==> src/hw/rtl/pdf_pkg.sv <==
// shared types, constants and the byte-wide crc16 update for the frame checker
// no dependencies
`timescale 1ns / 1ps

package pdf_pkg;

  // byte counter width
  localparam int COUNT_BITS = 12;
  localparam int LEN_W = (COUNT_BITS + 1 > 12) ? COUNT_BITS + 1 : 12;

  localparam int HEADER_LEN = 12;
  localparam int CRC_LEN = 2;
  localparam int MIN_LEN = HEADER_LEN + CRC_LEN;

  // header byte positions
  localparam logic [COUNT_BITS-1:0] POS_MAGIC_LO = COUNT_BITS'(0);
  localparam logic [COUNT_BITS-1:0] POS_MAGIC_HI = COUNT_BITS'(1);
  localparam logic [COUNT_BITS-1:0] POS_SRC_FIRST = COUNT_BITS'(2);
  localparam logic [COUNT_BITS-1:0] POS_SRC_LAST = COUNT_BITS'(7);
  localparam logic [COUNT_BITS-1:0] POS_HOP = COUNT_BITS'(8);
  localparam logic [COUNT_BITS-1:0] POS_ID_LO = COUNT_BITS'(9);
  localparam logic [COUNT_BITS-1:0] POS_ID_HI = COUNT_BITS'(10);
  localparam logic [COUNT_BITS-1:0] POS_TYPE = COUNT_BITS'(11);
  localparam logic [COUNT_BITS-1:0] POS_PAYLOAD = COUNT_BITS'(MIN_LEN);
  localparam logic [COUNT_BITS-1:0] COUNT_MAX = '1;

  localparam logic [15:0] CRC_INIT = 16'hFFFF;
  localparam logic [15:0] CRC_POLY = 16'h1021;
  localparam logic [15:0] MAX_PAYLOAD_RST = 16'd200;

  // configuration register indexes
  localparam logic CFG_MAGIC_WORD = 1'b0;
  localparam logic CFG_MAX_PAYLOAD = 1'b1;

  // result kinds
  localparam logic KIND_PAYLOAD = 1'b0;
  localparam logic KIND_REPORT = 1'b1;

  typedef enum logic [2:0] {
    ST_OK        = 3'd0,
    ST_TOO_SHORT = 3'd1,
    ST_BAD_MAGIC = 3'd2,
    ST_BAD_CRC   = 3'd3,
    ST_TOO_LONG  = 3'd4
  } status_t;

  // one accepted byte's worth of results: a payload beat, a report, or both
  typedef struct packed {
    logic        has_pay;
    logic [7:0]  pay_byte;
    logic        has_rep;
    status_t     status;
    logic [47:0] source_id;
    logic [7:0]  hop_count;
    logic [15:0] packet_id;
    logic [7:0]  packet_type;
    logic [11:0] payload_length;
  } rec_t;

  // output beat, laid out as on the master tdata
  typedef struct packed {
    logic        pad;
    logic [11:0] payload_length;
    logic [7:0]  packet_type;
    logic [15:0] packet_id;
    logic [7:0]  hop_count;
    logic [47:0] source_id;
    logic [2:0]  frame_status;
    logic [7:0]  payload_byte;
  } beat_t;

  function automatic logic [15:0] crc_feed(input logic [15:0] crc_in, input logic [7:0] b);
    logic [15:0] c;
    c = crc_in ^ {b, 8'h00};
    for (int k = 0; k < 8; k++) begin
      if (c[15]) begin
        c = {c[14:0], 1'b0} ^ CRC_POLY;
      end else begin
        c = {c[14:0], 1'b0};
      end
    end
    return c;
  endfunction

endpackage

==> src/hw/rtl/pdf_result_queue.sv <==
// two-entry record queue that splits each record into one or two output beats
// depends on pdf_pkg
`timescale 1ns / 1ps

module pdf_result_queue
  import pdf_pkg::*;
(
  input  logic         clk,
  input  logic         rst,
  input  logic         push,
  input  rec_t         push_rec,
  output logic         has_room,
  output logic         m_axis_tvalid,
  input  logic         m_axis_tready,
  output logic [103:0] m_axis_tdata,   // payload_byte, frame_status, source_id, hop_count,
                                       // packet_id, packet_type, payload_length, zero pad
  output logic         m_axis_tuser,   // result_kind
  output logic         m_axis_tlast    // run_last
);

  rec_t        entry [2];
  logic        wr_ptr;
  logic        rd_ptr;
  logic [1:0]  count;
  logic        phase;   // payload beat of the head record already sent
  rec_t        head;
  logic        pay_beat;
  logic        out_fire;
  logic        pop;
  beat_t       beat;

  assign head = entry[rd_ptr];
  assign pay_beat = head.has_pay && !phase;
  assign m_axis_tvalid = (count != 2'd0);
  assign out_fire = m_axis_tvalid && m_axis_tready;
  assign pop = out_fire && (!pay_beat || !head.has_rep);
  assign has_room = (count != 2'd2);

  always_comb begin
    beat = '0;
    if (pay_beat) begin
      beat.payload_byte = head.pay_byte;
    end else begin
      beat.frame_status = head.status;
      beat.source_id = head.source_id;
      beat.hop_count = head.hop_count;
      beat.packet_id = head.packet_id;
      beat.packet_type = head.packet_type;
      beat.payload_length = head.payload_length;
    end
  end

  assign m_axis_tdata = beat;
  assign m_axis_tuser = pay_beat ? KIND_PAYLOAD : KIND_REPORT;
  assign m_axis_tlast = !pay_beat || !head.has_rep;

  always_ff @(posedge clk) begin
    if (push) begin
      entry[wr_ptr] <= push_rec;
    end
  end

  always_ff @(posedge clk) begin
    if (rst) begin
      wr_ptr <= 1'b0;
      rd_ptr <= 1'b0;
      count <= 2'd0;
      phase <= 1'b0;
    end else begin
      if (push) begin
        wr_ptr <= !wr_ptr;
      end
      if (pop) begin
        rd_ptr <= !rd_ptr;
        phase <= 1'b0;
      end else if (out_fire) begin
        phase <= 1'b1;
      end
      case ({push, pop})
        2'b10:   count <= count + 2'd1;
        2'b01:   count <= count - 2'd1;
        default: count <= count;
      endcase
    end
  end

`ifndef SYNTHESIS
  a_count_range : assert property (@(posedge clk) disable iff (rst)
    count != 2'd3)
    else $error("result queue count out of range");

  a_phase_needs_head : assert property (@(posedge clk) disable iff (rst)
    phase |-> (count != 2'd0) && head.has_pay && head.has_rep)
    else $error("second beat pending without a two-beat head record");

  a_no_overflow : assert property (@(posedge clk) disable iff (rst)
    (count == 2'd2) |-> !push)
    else $error("push into full result queue");

  a_count_follows : assert property (@(posedge clk) disable iff (rst)
    (push && !pop) |=> count == $past(count) + 2'd1)
    else $error("queue count missed a push");
`endif

endmodule

==> src/hw/rtl/packet_deframer_crc16_check.sv <==
// frame checker top level: header capture, crc16 check, payload forwarding
// depends on pdf_pkg and pdf_result_queue
`timescale 1ns / 1ps

// Takes one frame byte per cycle on s_axis (tlast marks the final byte) and
// checks a 12-byte header, the payload and a trailing little-endian CRC16
// (poly 0x1021, init 0xFFFF). From the fifteenth byte on, each byte releases
// the payload byte two positions back; the final byte also releases an end of
// frame report (tuser high) with status and, when the status is ok, the header
// fields and payload length. Every byte is processed in the cycle it is
// accepted and its results reach m_axis from the next cycle on, through a
// two-record queue. The final byte of a frame of fifteen or more bytes yields
// two output beats (payload beat, then report); s_axis_tready drops whenever
// the queue holds two records, so even with m_axis always ready the input
// stalls when a one-byte frame directly follows such a frame. Configuration
// writes on cfg_we take effect at the next edge and must be made while idle.

module packet_deframer_crc16_check
  import pdf_pkg::*;
(
  input  logic         clk,
  input  logic         rst,
  input  logic         s_axis_tvalid,
  output logic         s_axis_tready,
  input  logic [7:0]   s_axis_tdata,   // rx_byte
  input  logic         s_axis_tlast,   // end_of_frame
  output logic         m_axis_tvalid,
  input  logic         m_axis_tready,
  output logic [103:0] m_axis_tdata,   // payload_byte, frame_status, source_id, hop_count,
                                       // packet_id, packet_type, payload_length, zero pad
  output logic         m_axis_tuser,   // result_kind
  output logic         m_axis_tlast,   // run_last
  input  logic         cfg_we,
  input  logic         cfg_index,
  input  logic [15:0]  cfg_wdata
);

  logic [15:0]           magic_word;
  logic [11:0]           max_payload;

  logic [COUNT_BITS-1:0] byte_index;
  logic [15:0]           crc;
  logic [15:0]           crc_next;
  logic [7:0]            delay0;
  logic [7:0]            delay1;
  logic [15:0]           magic_seen;
  logic [5:0][7:0]       source_hold;
  logic [7:0]            hop_hold;
  logic [15:0]           id_hold;
  logic [7:0]            type_hold;

  logic                  in_fire;
  logic                  has_room;
  logic [2:0]            src_sel;
  logic [LEN_W-1:0]      frame_len;
  logic [LEN_W-1:0]      plen;
  logic [15:0]           declared;
  status_t               status;
  rec_t                  rec;
  logic                  push;

  assign s_axis_tready = has_room;
  assign in_fire = s_axis_tvalid && has_room;

  assign src_sel = byte_index[2:0] - 3'd2;
  assign crc_next = (byte_index >= POS_SRC_FIRST) ? crc_feed(crc, delay0) : crc;

  // length checks on the final byte
  assign frame_len = LEN_W'(byte_index) + LEN_W'(1);
  assign plen = frame_len - LEN_W'(MIN_LEN);
  assign declared = {s_axis_tdata, delay1};

  always_comb begin
    if (frame_len < LEN_W'(MIN_LEN)) begin
      status = ST_TOO_SHORT;
    end else if (magic_seen != magic_word) begin
      status = ST_BAD_MAGIC;
    end else if (crc_next != declared) begin
      status = ST_BAD_CRC;
    end else if (plen > LEN_W'(max_payload)) begin
      status = ST_TOO_LONG;
    end else begin
      status = ST_OK;
    end
  end

  always_comb begin
    rec = '0;
    rec.has_pay = (byte_index >= POS_PAYLOAD);
    rec.pay_byte = delay0;
    rec.has_rep = s_axis_tlast;
    rec.status = status;
    if (status == ST_OK) begin
      rec.source_id = source_hold;
      rec.hop_count = hop_hold;
      rec.packet_id = id_hold;
      rec.packet_type = type_hold;
      rec.payload_length = (plen > LEN_W'(12'hFFF)) ? 12'hFFF : plen[11:0];
    end
  end

  assign push = in_fire && (rec.has_pay || rec.has_rep);

  always_ff @(posedge clk) begin
    if (rst) begin
      magic_word <= 16'd0;
      max_payload <= MAX_PAYLOAD_RST[11:0];
    end else if (cfg_we) begin
      case (cfg_index)
        CFG_MAGIC_WORD:  magic_word <= cfg_wdata;
        CFG_MAX_PAYLOAD: max_payload <= cfg_wdata[11:0];
        default:         magic_word <= magic_word;
      endcase
    end
  end

  always_ff @(posedge clk) begin
    if (rst) begin
      byte_index <= '0;
      crc <= CRC_INIT;
    end else if (in_fire) begin
      if (s_axis_tlast) begin
        byte_index <= '0;
        crc <= CRC_INIT;
      end else begin
        crc <= crc_next;
        if (byte_index != COUNT_MAX) begin
          byte_index <= byte_index + COUNT_BITS'(1);
        end
      end
    end
  end

  // header holds and the two-byte delay line
  always_ff @(posedge clk) begin
    if (in_fire) begin
      if (!s_axis_tlast) begin
        delay0 <= delay1;
        delay1 <= s_axis_tdata;
      end
      if (byte_index == POS_MAGIC_LO) begin
        magic_seen[7:0] <= s_axis_tdata;
      end
      if (byte_index == POS_MAGIC_HI) begin
        magic_seen[15:8] <= s_axis_tdata;
      end
      if (byte_index >= POS_SRC_FIRST && byte_index <= POS_SRC_LAST) begin
        source_hold[src_sel] <= s_axis_tdata;
      end
      if (byte_index == POS_HOP) begin
        hop_hold <= s_axis_tdata;
      end
      if (byte_index == POS_ID_LO) begin
        id_hold[7:0] <= s_axis_tdata;
      end
      if (byte_index == POS_ID_HI) begin
        id_hold[15:8] <= s_axis_tdata;
      end
      if (byte_index == POS_TYPE) begin
        type_hold <= s_axis_tdata;
      end
    end
  end

  pdf_result_queue u_queue (
    .clk           (clk),
    .rst           (rst),
    .push          (push),
    .push_rec      (rec),
    .has_room      (has_room),
    .m_axis_tvalid (m_axis_tvalid),
    .m_axis_tready (m_axis_tready),
    .m_axis_tdata  (m_axis_tdata),
    .m_axis_tuser  (m_axis_tuser),
    .m_axis_tlast  (m_axis_tlast)
  );

`ifndef SYNTHESIS
  a_restart_after_eof : assert property (@(posedge clk) disable iff (rst)
    (in_fire && s_axis_tlast) |=> (byte_index == '0) && (crc == CRC_INIT))
    else $error("frame state not restarted after final byte");

  a_report_on_eof : assert property (@(posedge clk) disable iff (rst)
    (in_fire && s_axis_tlast) |-> push && rec.has_rep)
    else $error("final byte did not queue a report");

  a_count_advances : assert property (@(posedge clk) disable iff (rst)
    (in_fire && !s_axis_tlast && byte_index != COUNT_MAX)
      |=> byte_index == $past(byte_index) + COUNT_BITS'(1))
    else $error("byte counter did not advance");
`endif

endmodule

==> config.mk <==
export PLATFORM = sky130hd
export DESIGN_NAME = packet_deframer_crc16_check
export DESIGN_NICKNAME = d
export VERILOG_FILES = /design/src/hw/rtl/pdf_pkg.sv /design/src/hw/rtl/pdf_result_queue.sv /design/src/hw/rtl/packet_deframer_crc16_check.sv
export SDC_FILE = /design/constraint.sdc
export NUM_CORES = 1
export LEC_CHECK = 0
export BUFFER_PORTS_ARGS = -buffer_cell sky130_fd_sc_hd__buf_2
export CAP_MARGIN = 20
export CORE_ASPECT_RATIO = 1.1
export CORE_MARGIN = 3
export CORE_UTILIZATION = 55
export DETAILED_ROUTE_END_ITERATION = 10
export PLACE_DENSITY = 0.74
export SYNTH_ARGS = -nofsm -noshare
export SYNTH_HDL_FRONTEND = slang
export SYNTH_HIERARCHICAL = 1
export SYNTH_SLANG_ARGS = --single-unit
==> constraint.sdc <==
create_clock -name clk -period 8.5 [get_ports clk]
set_clock_uncertainty 0.2 [all_clocks]
set_input_delay 0.425 -clock clk [delete_from_list [all_inputs] [get_ports clk]]
set_output_delay 0.425 -clock clk [all_outputs]
set_load 0.02 [all_outputs]
==> results, run 1 <==
- The run finished, with violations left.
- The checks that failed: hold timing.
- Setup repair after global routing left no endpoint under its margin.
- The total net switching power is 1.11 mW.
- Of the synthesized area, sequential elements account for 0.625.
- The startpoint type of the worst setup path is a register.
- The root buffer selected by CTS is sky130_fd_sc_hd__clkbuf_16.
- The average vias per placed instance is 5.77.
- The number of warning messages in the yosys log is 6.
- The width of the chip is 176 um.
- For this run, asynchronously set or reset flops after synthesis account for 0.
- In the final layout, the share of cells above drive strength 1 is 0.219.
- The category of the critical setup timing path is register to register.
- Summing every instance area after synthesis gives 17500 sq um.
- The global-route total usage across every layer is 0.224.
- The part of the power in the clock network is 0.361.
- Dividing the detail-routed wire length by the instance count gives 20.8 um.
- In the routed design, unresolved DRC markers number 0.
- Summed over all nets, the half-perimeter wirelength after detailed placement is 23200 um.
- Clock-pin slew was measured on the worst setup and hold paths at 60 ps.
- After detailed routing, the total wire length is 38200 um.
- The data arrival time of the critical path is 6170 ps.
- In the synthesized netlist the dominant register cell turns out to be sky130_fd_sc_hd__edfxtp_1.
- At the worst endpoint, the required time is 8590 ps.
- The internal portion of total power is 3.22 mW.
- The number of instances in the synthesized netlist is 1272.
- The most area-hungry cell type in the Yosys netlist is sky130_fd_sc_hd__edfxtp_1.
- Setup violations remaining at the end of the flow were counted as 0.
- The leakage power total is 6.66 nW.
- Counting flops with a built-in enable in the synthesized netlist gives 322.
- The number of optimization iterations in the first detailed-route pass is 5.
- Counting flops and latches in the post-synthesis netlist gives 384.
- Summed over all layers, the global routing overflow is 0.
- The final period demand of the worst path is 6080 ps.
- The worst-case headroom to the max-slew limit is 0.286.
- The number of global-route vias before repair is 10423.
- During I/O placement, the number of pins put on the boundary was 139.
- The most critical setup path has its startpoint at byte_index[0].
- The count of maximum capacitance violations is 0.
- The via count of the routed design is 10583.
- The largest individual stage delay along the critical path comes from the cell sky130_fd_sc_hd__dfxtp_1.
- For the pin with the worst max-slew slack, the measured transition is 1070 ps.
- For this block, the initial DRC count from the detailed router was 863.
- Post-CTS timing repair inserted 0 buffers for setup.
- Counting the buffers created by CTS gives 39.
- The delay of the slowest critical-path stage is 620 ps.
- The buffer depth of the longest clock path is 3.
- The top cell family by delay on the critical path is compound AO/OA/AOI/OAI gates.
- Traced cell by cell, the critical path runs through ha_1 -> xor2_1 -> ha_1 -> a21oi_1 -> o221ai_1 -> a211o_1 -> a211oi_1 -> xnor2_1 -> ha_1 -> a21oi_1 -> o21ai_0 -> a2111oi_0 -> nand2_1 -> a31o_4 -> buf_4 -> buf_16 -> a2111oi_2.
- The number of slew-limit violations in the final report is 0.
- From bottom edge to top edge, the die measures 193 um.
- The worst-skew pair later-pin latency is 520 ps.
- The maximum ir drop on the vdd rail is 0.170 mV.
- The largest driver fanout on the critical path is 57.
- In this run the tool buffered the top-level ports with 137 buffer cells.
- The maximum clock frequency is 0.164 GHz.
- The worst-case hold slack is -7.41 ps.
- The portion of the clock cycle consumed by the worst path in the final layout is 0.715.
- The final worst setup slack is 2420 ps.
- OpenSTA, run right after detailed placement, puts the worst setup slack at 2460 ps.
- The library cell appearing most often on the critical path is sky130_fd_sc_hd__ha_1.
- The number of clock sinks is 384.
- In this run, distinct cell masters in the synthesized netlist total 75.
- The share of total power dissipated in combinational logic is 0.139.
- In this run the standard cell core region covers 30800 sq um.
- The startpoint identified for the worst register-to-register timing path is byte_index[0].
- The TritonCTS clock tree is done.
- After routing, the total negative slack on setup checks comes to 0 ps.
- At the end of the flow the core is filled with cells to 0.639.
- For this design the ratio of total power to cell area is 220 nW/um^2.
- The net count of the finished layout is 1445.
- The pin count of the biggest net entering global routing is 97.
- The detail route stage leaves a number of antenna-violating nets equal to 0.
- The power share of the sequential group is 0.500.
- The top-area cell type share of the netlist area is 0.554.
- The number of H-tree branching levels is 2.
- A synthesized cell averages 13.7 sq um.
- After floorplanning, the core was divided into 67 placement rows.
- The wire length of the first global-routing pass is 59500 um.
- By area the synthesized netlist is led by sky130_fd_sc_hd__edfxtp_1 (55%), sky130_fd_sc_hd__dfxtp_1 (7.1%), sky130_fd_sc_hd__mux2i_1 (6.5%).
- The initial utilization of the core area, before any placement, comes to 0.566.
- The initial antenna violation count was 0.
- The congestion estimate from routability-driven global placement came to 0.895.
- The worst hold-check path type is input port to register.
- From synthesis to final layout, the design area changed by 12.8%.
- The count of endpoints failing hold in the final timing report was 3.
- The proportion of total power due to net switching is 0.256.
- The net count after synthesis is 1322.
- The die covers 33900 sq um.
- The worst setup path is captured at a register.
- The number of buffers and inverters on the critical path is 2.
- Overall power consumption after layout is estimated at 4.33 mW.
- The critical hold path startpoint is rst.
[final timing paths]
path              slack [ps]             endpoint  cells after the start
setup / recovery        2420  u_queue/entry[0][1]                     17
hold / removal            -7        u_queue/phase                      2
setup reg to reg        2420  u_queue/entry[0][1]                     17
hold reg to reg          260       max_payload[4]                      2
[synth_stat cells (all sizes together) (3+ instances only)]
library cell,count
edfxtp,322
nor2,137
mux2i,114
nor4b,84
nand2,79
xnor2,66
buf,64
dfxtp,62
a21oi,48
inv,27
clkbuf,23
o21ai,21
ha,19
nand2b,19
nor4,17
o22ai,16
xor2,15
nor3,14
and2,13
nand4,13
nand3,12
or3,12
nand3b,9
a2111oi,6
and3,4
or2,4
a211oi,3
a21o,3
and4,3
o211ai,3
o31ai,3
[through the flow]
stage               hold WS, ps  area [sq um]  std cells
global route              0.729         19700       1834
floorplan                   236         17500       1272
global placement            245         18300       1746
detailed placement          251         18300       1748
CTS                        48.3         19600       1830
finish                    -7.41         19700       1835
[area by class of cell]
class	instances	area (sq um)
inverter	27	101
fill	2345	11100
tap	414	518
timing repair buffer	169	1030
clock buffer	52	1060
clock inverter	14	96.3
multi-input combinational	774	5980
antenna	1	2.50
sequential	384	10900
[state kept, by name (all words and copies together), names as in the netlist, 12 cells and up, named ones only]
| signal | count |
|---|---|
| u_queue/entry | 210 |
| magic_word | 16 |
| id_hold | 16 |
| max_payload | 12 |
| byte_index | 12 |
| source_hold | 48 |
| magic_seen | 16 |
| crc | 16 |
[metal layers]
metal | wire length [um] | GRT usage | vias to the layer above
met5 | 0 | 0 | -
met4 | 936 | 0.0634 | 0
met3 | 2000 | 0.0323 | 59
met2 | 19000 | 0.382 | 314
met1 | 16300 | 0.305 | 5252
li1 | - | - | 4958
[kinds of logic (layout without fill, tap and decap cells)]
logic type,after synthesis,after routing,share of synthesized area
DFF,384,384,0.625
adders and majority gates,19,19,0.0136
AOI/OAI and AO/OA,124,124,0.0461
other,1,2,0.000215
buffers and inverters,114,262,0.0345
and+or+nand+nor,431,431,0.170
xor gates and xnor gates,83,83,0.0445
muxes,116,116,0.0666
[power by group through the flow]
stage	clock network, mW	logic, mW	registers [mW]
2_1_floorplan	0	0.434	2.17
3_3_place_gp	0	0.586	2.20
3_5_place_dp	0	0.594	2.20
4_1_cts	1.59	0.601	2.17
5_1_grt	1.66	0.647	2.17
6_report	1.56	0.600	2.16
[cells in the final DEF, fill, tap and decap left out, types with 4 or more instances in the layout]
master / netlist / routed
sky130_fd_sc_hd__nand3_1: 10 / 10
sky130_fd_sc_hd__clkinv_1: 0 / 7
sky130_fd_sc_hd__mux2i_1: 114 / 114
sky130_fd_sc_hd__dfxtp_1: 62 / 61
sky130_fd_sc_hd__nor2_1: 136 / 135
sky130_fd_sc_hd__and2_1: 13 / 11
sky130_fd_sc_hd__and3_1: 4 / 4
sky130_fd_sc_hd__nor4b_1: 10 / 10
sky130_fd_sc_hd__o22ai_1: 16 / 16
sky130_fd_sc_hd__o21ai_0: 21 / 21
sky130_fd_sc_hd__nand2_1: 79 / 79
sky130_fd_sc_hd__buf_4: 16 / 11
sky130_fd_sc_hd__or3_1: 12 / 12
sky130_fd_sc_hd__a21oi_1: 48 / 48
sky130_fd_sc_hd__nand3b_1: 9 / 9
sky130_fd_sc_hd__nor4b_2: 74 / 74
sky130_fd_sc_hd__nand2b_1: 19 / 19
sky130_fd_sc_hd__a2111oi_2: 4 / 4
sky130_fd_sc_hd__nor4_1: 7 / 7
sky130_fd_sc_hd__nor3_1: 12 / 12
sky130_fd_sc_hd__dlygate4sd3_1: 0 / 16
sky130_fd_sc_hd__edfxtp_1: 322 / 322
sky130_fd_sc_hd__buf_2: 37 / 137
sky130_fd_sc_hd__xor2_1: 15 / 15
sky130_fd_sc_hd__clkbuf_1: 22 / 11
sky130_fd_sc_hd__inv_1: 26 / 26
sky130_fd_sc_hd__xnor2_1: 63 / 63
sky130_fd_sc_hd__ha_1: 19 / 19
sky130_fd_sc_hd__clkbuf_16: 0 / 40
sky130_fd_sc_hd__nand4_1: 13 / 13
sky130_fd_sc_hd__nor4_2: 7 / 7
[worst register-to-register path, cell delays in order (launching register included)]
cell                        delay, ps
sky130_fd_sc_hd__dfxtp_1          620
sky130_fd_sc_hd__ha_1             630
sky130_fd_sc_hd__xor2_1           180
sky130_fd_sc_hd__ha_1             300
sky130_fd_sc_hd__a21oi_1          160
sky130_fd_sc_hd__o221ai_1         180
sky130_fd_sc_hd__a211o_1          330
sky130_fd_sc_hd__a211oi_1         420
sky130_fd_sc_hd__xnor2_1          230
sky130_fd_sc_hd__ha_1             320
sky130_fd_sc_hd__a21oi_1          200
sky130_fd_sc_hd__o21ai_0          110
sky130_fd_sc_hd__a2111oi_0        440
sky130_fd_sc_hd__nand2_1          130
sky130_fd_sc_hd__a31o_4           390
sky130_fd_sc_hd__buf_4            280
sky130_fd_sc_hd__buf_16           260
sky130_fd_sc_hd__a2111oi_2        500
[what timing repair did]
item / CTS / global route
resized for setup: 0 / 0
hold endpoints to repair: 28 / 0
hold buffers: 16 / 0
Note: power is estimated with default switching activity, not from simulation.
==> run 2, diff against run 1 <==
- CORE_UTILIZATION: 55 -> 54
- PLACE_DENSITY: 0.74 -> 0.76
- clock period: 8.5 -> 5.55 ns (I/O delays scaled with it)
==> run 2 against run 1 <==
The flow now finishes without violations. Critical endpoint is now u_queue/entry[0][19]. Register-to-register slack worse by 2000 ps. Largest power group unchanged. Global-route usage is 0.13 points higher. Cell area is 0.73% higher. Highest routed layer unchanged.
==> results, run 2 (synthesis results as in run 1) <==
- The buffer depth of the longest clock path is 3 (unchanged).
- The startpoint type of the worst setup path is a register.
- The leakage power total is 6.73 nW (+1.1%).
- The final period demand of the worst path was 5110 ps (-971 ps).
- The power per unit of standard cell area is 337 nW/um^2 (+53%).
- The count of endpoints failing hold in the final timing report is 0 (-3).
- The width of the chip is 177 um (+0.89%).
- The number of clock sinks is 384 (unchanged).
- The register bank with the most flops is u_queue/entry.
- The logic depth of the worst register-to-register path is 17 (unchanged).
- The proportion of layout cells with a drive suffix above 1 is 0.228 (+0.00940).
- The power share of the sequential group is 0.495 (-0.005).
- The worst-skew pair later-pin latency is 530 ps (about the same).
- The total detailed-routing wirelength came to 39700 um (+3.8%).
- The data arrival time of the critical path is 5230 ps (-940 ps).
- The height of the die came to 195 um (+0.89%).
- The worst hold path depth came to 4 (+2).
- The largest driver fanout on the critical path is 23 (-60%).
- The antenna diode instance count is 0 (-1).
- The slew of the pin with the lowest slew margin is 1030 ps (-42.7 ps).
- The number of nets with antenna violations after routing is 0 (unchanged).
- The critical path is of the register to register type.
- The top cell types in the final layout, fill and taps aside, are sky130_fd_sc_hd__edfxtp_1 (322), sky130_fd_sc_hd__buf_2 (137), sky130_fd_sc_hd__nor2_1 (135).
- The count of routing violations after the opening detailed-route iteration is 799 (-7.4%).
- The count of port buffers added during placement is 137 (unchanged).
- The starting density of the core is 0.552 (-0.0143).
- The kind of end point of the critical path is a register.
- The worst register-to-register path ends at u_queue/entry[0][19].
- The worst-case headroom to the max-slew limit came to 0.315 (+0.0285).
- The final worst setup slack is 440 ps (-1980 ps).
- The residual DRC count came to 0 (unchanged).
- The number of H-tree branching levels is 2 (unchanged).
- The portion of the clock cycle consumed by the worst path in the final layout is 0.921 (+0.205).
- The flow ran to the end, and the final reports show no timing, DRC or antenna violations.
- The total net switching power is 1.75 mW (+58%).
- The weighted congestion reported at the end of routability-driven placement is 0.898 (+0.34%).
- The number of optimization iterations in the first detailed-route pass is 6 (+1).
- The amount of wire on met3 after detailed routing is 2290 um (+15%).
- The clock transition at the registers of the reported paths is 60 ps (about the same).
- The data required time of the critical path is 5670 ps (-2920 ps).
- The most common cell after layout, fill and taps aside is sky130_fd_sc_hd__edfxtp_1.
- The number of global-route vias before repair is 10561 (+1.3%).
- The maximum ir drop on the vdd rail was 0.236 mV (+39%).
- The post-detailed-placement half-perimeter wirelength is 24100 um (+3.8%).
- Routed signal wires occupy layers up through met4.
- The worst setup slack for register-to-register paths is 440 ps (-1980 ps).
- The final layout net count came to 1457 (+0.83%).
- The area growth from synthesis to layout is 13.6%.
- The part of the power in the clock network was 0.365 (+0.004).
- The worst hold-check path type is input port to register.
- The number of slew-limit violations in the final report is 0 (unchanged).
- The area enclosed by the die boundary came to 34500 sq um (+1.8%).
- The maximum clock frequency is 0.196 GHz (+19%).
- TritonCTS built the clock tree.
- The post-layout total power is 6.68 mW (+54%).
- The fraction of power consumed by combinational cells came to 0.140 (about the same).
- The routed metal-1 wire length was 16100 um (-0.98%).
- The pin count of the biggest net entering global routing is 70 (-28%).
- The worst hold path begins at cfg_we.
- The count of maximum capacitance violations is 0 (unchanged).
- The number of top-level pins is 139 (unchanged).
- The global-route total usage across every layer is 0.226 (+0.00127).
- The total clock buffers created by CTS came to 38 (-2.6%).
- The area inside the core boundary is 31700 sq um (+2.6%).
- The wire length on met2 is 19900 um (+4.7%).
- The wire length of the first global-routing pass is 60700 um (+2.0%).
- The mean routed wirelength per cell is 21.4 um (+2.6%).
- The endpoint of the worst hold path is magic_word[5].
- The average vias per placed instance is 5.83 (+1.1%).
- In this run the critical register-to-register path is launched from byte_index[1].
- The initial antenna violation count is 0 (unchanged).
- The via count of the routed design is 10817 (+2.2%).
- The number of setup buffers added after CTS is 0 (unchanged).
- The proportion of total power due to net switching is 0.261 (+0.00520).
- The largest registers in the layout are u_queue/entry: 210 flops, source_hold: 48 flops.
- The setup slack after placement is 400 ps (-2060 ps).
- The internal portion of total power is 4.94 mW (+53%).
- The root buffer selected by CTS is sky130_fd_sc_hd__clkbuf_16.
- The number of flip-flops in the largest register is 210 (unchanged).
- The global route total overflow came to 0 (unchanged).
- The total number of placement rows is 68 (+1.5%).
- The number of failing setup endpoints in the final timing report is 0 (unchanged).
[run 2: metrics by stage]
stage	area [sq um]	cells	TNS (ps)	util	hold slack [ps]
after global placement	18400	1765	0	0.583	246
after CTS	19800	1851	0	0.625	39.1
final	19800	1856	0	0.627	10.1
after floorplan	17500	1272	0	-	147
after global routing	19800	1856	-43.6	0.627	37.9
after detailed placement	18400	1765	0	0.583	250
[run 2: power groups by stage]
stage          logic (mW)  clock network, mW  registers (mW)
6_report            0.939               2.44            3.31
5_1_grt              1.00               2.60            3.32
4_1_cts             0.939               2.48            3.31
3_5_place_dp        0.927                  0            3.37
3_3_place_gp        0.915                  0            3.36
2_1_floorplan       0.664                  0            3.32
[run 2: area by class of cell]
class	count	area [sq um]
multi-input combinational	775	6000
timing repair buffer	181	1140
tap	420	526
clock inverter	24	176
fill	2361	11800
inverter	27	101
sequential	384	10900
clock buffer	45	998
[run 2: metal layers]
layer	GRT usage	up-vias
met3	0.0301	81
met4	0.0820	0
met2	0.381	391
met5	0	-
li1	-	4992
met1	0.299	5353
[run 2: worst max path at each step]
stage                              from                   end  slack, ps
after floorplan           byte_index[2]   u_queue/entry[0][0]        920
after global placement    byte_index[1]  u_queue/entry[0][26]        640
after detailed placement  byte_index[1]  u_queue/entry[0][19]        400
after CTS                 byte_index[1]  u_queue/entry[0][19]        330
after global routing      byte_index[1]  u_queue/entry[0][63]        -10
final                     byte_index[1]  u_queue/entry[0][19]        440
[run 2: worst max-delay path: stages (launching register included)]
cell,delay (ps)
sky130_fd_sc_hd__dfxtp_1,450
sky130_fd_sc_hd__buf_4,200
sky130_fd_sc_hd__ha_1,200
sky130_fd_sc_hd__xor2_1,100
sky130_fd_sc_hd__ha_1,280
sky130_fd_sc_hd__a21oi_1,160
sky130_fd_sc_hd__o221ai_1,170
sky130_fd_sc_hd__a211o_1,330
sky130_fd_sc_hd__a211oi_2,330
sky130_fd_sc_hd__xnor2_1,210
sky130_fd_sc_hd__ha_1,310
sky130_fd_sc_hd__a21oi_1,200
sky130_fd_sc_hd__o21ai_0,130
sky130_fd_sc_hd__a2111oi_1,380
sky130_fd_sc_hd__nand2_1,240
sky130_fd_sc_hd__a31o_4,420
sky130_fd_sc_hd__buf_4,260
sky130_fd_sc_hd__nor4b_2,310
[run 2: what timing repair did]
item / 4_1_cts / 5_1_grt
hold buffers: 17 / 1
resized for setup: 0 / 2
setup endpoints to repair: 0 / 146
hold endpoints to repair: 30 / 3
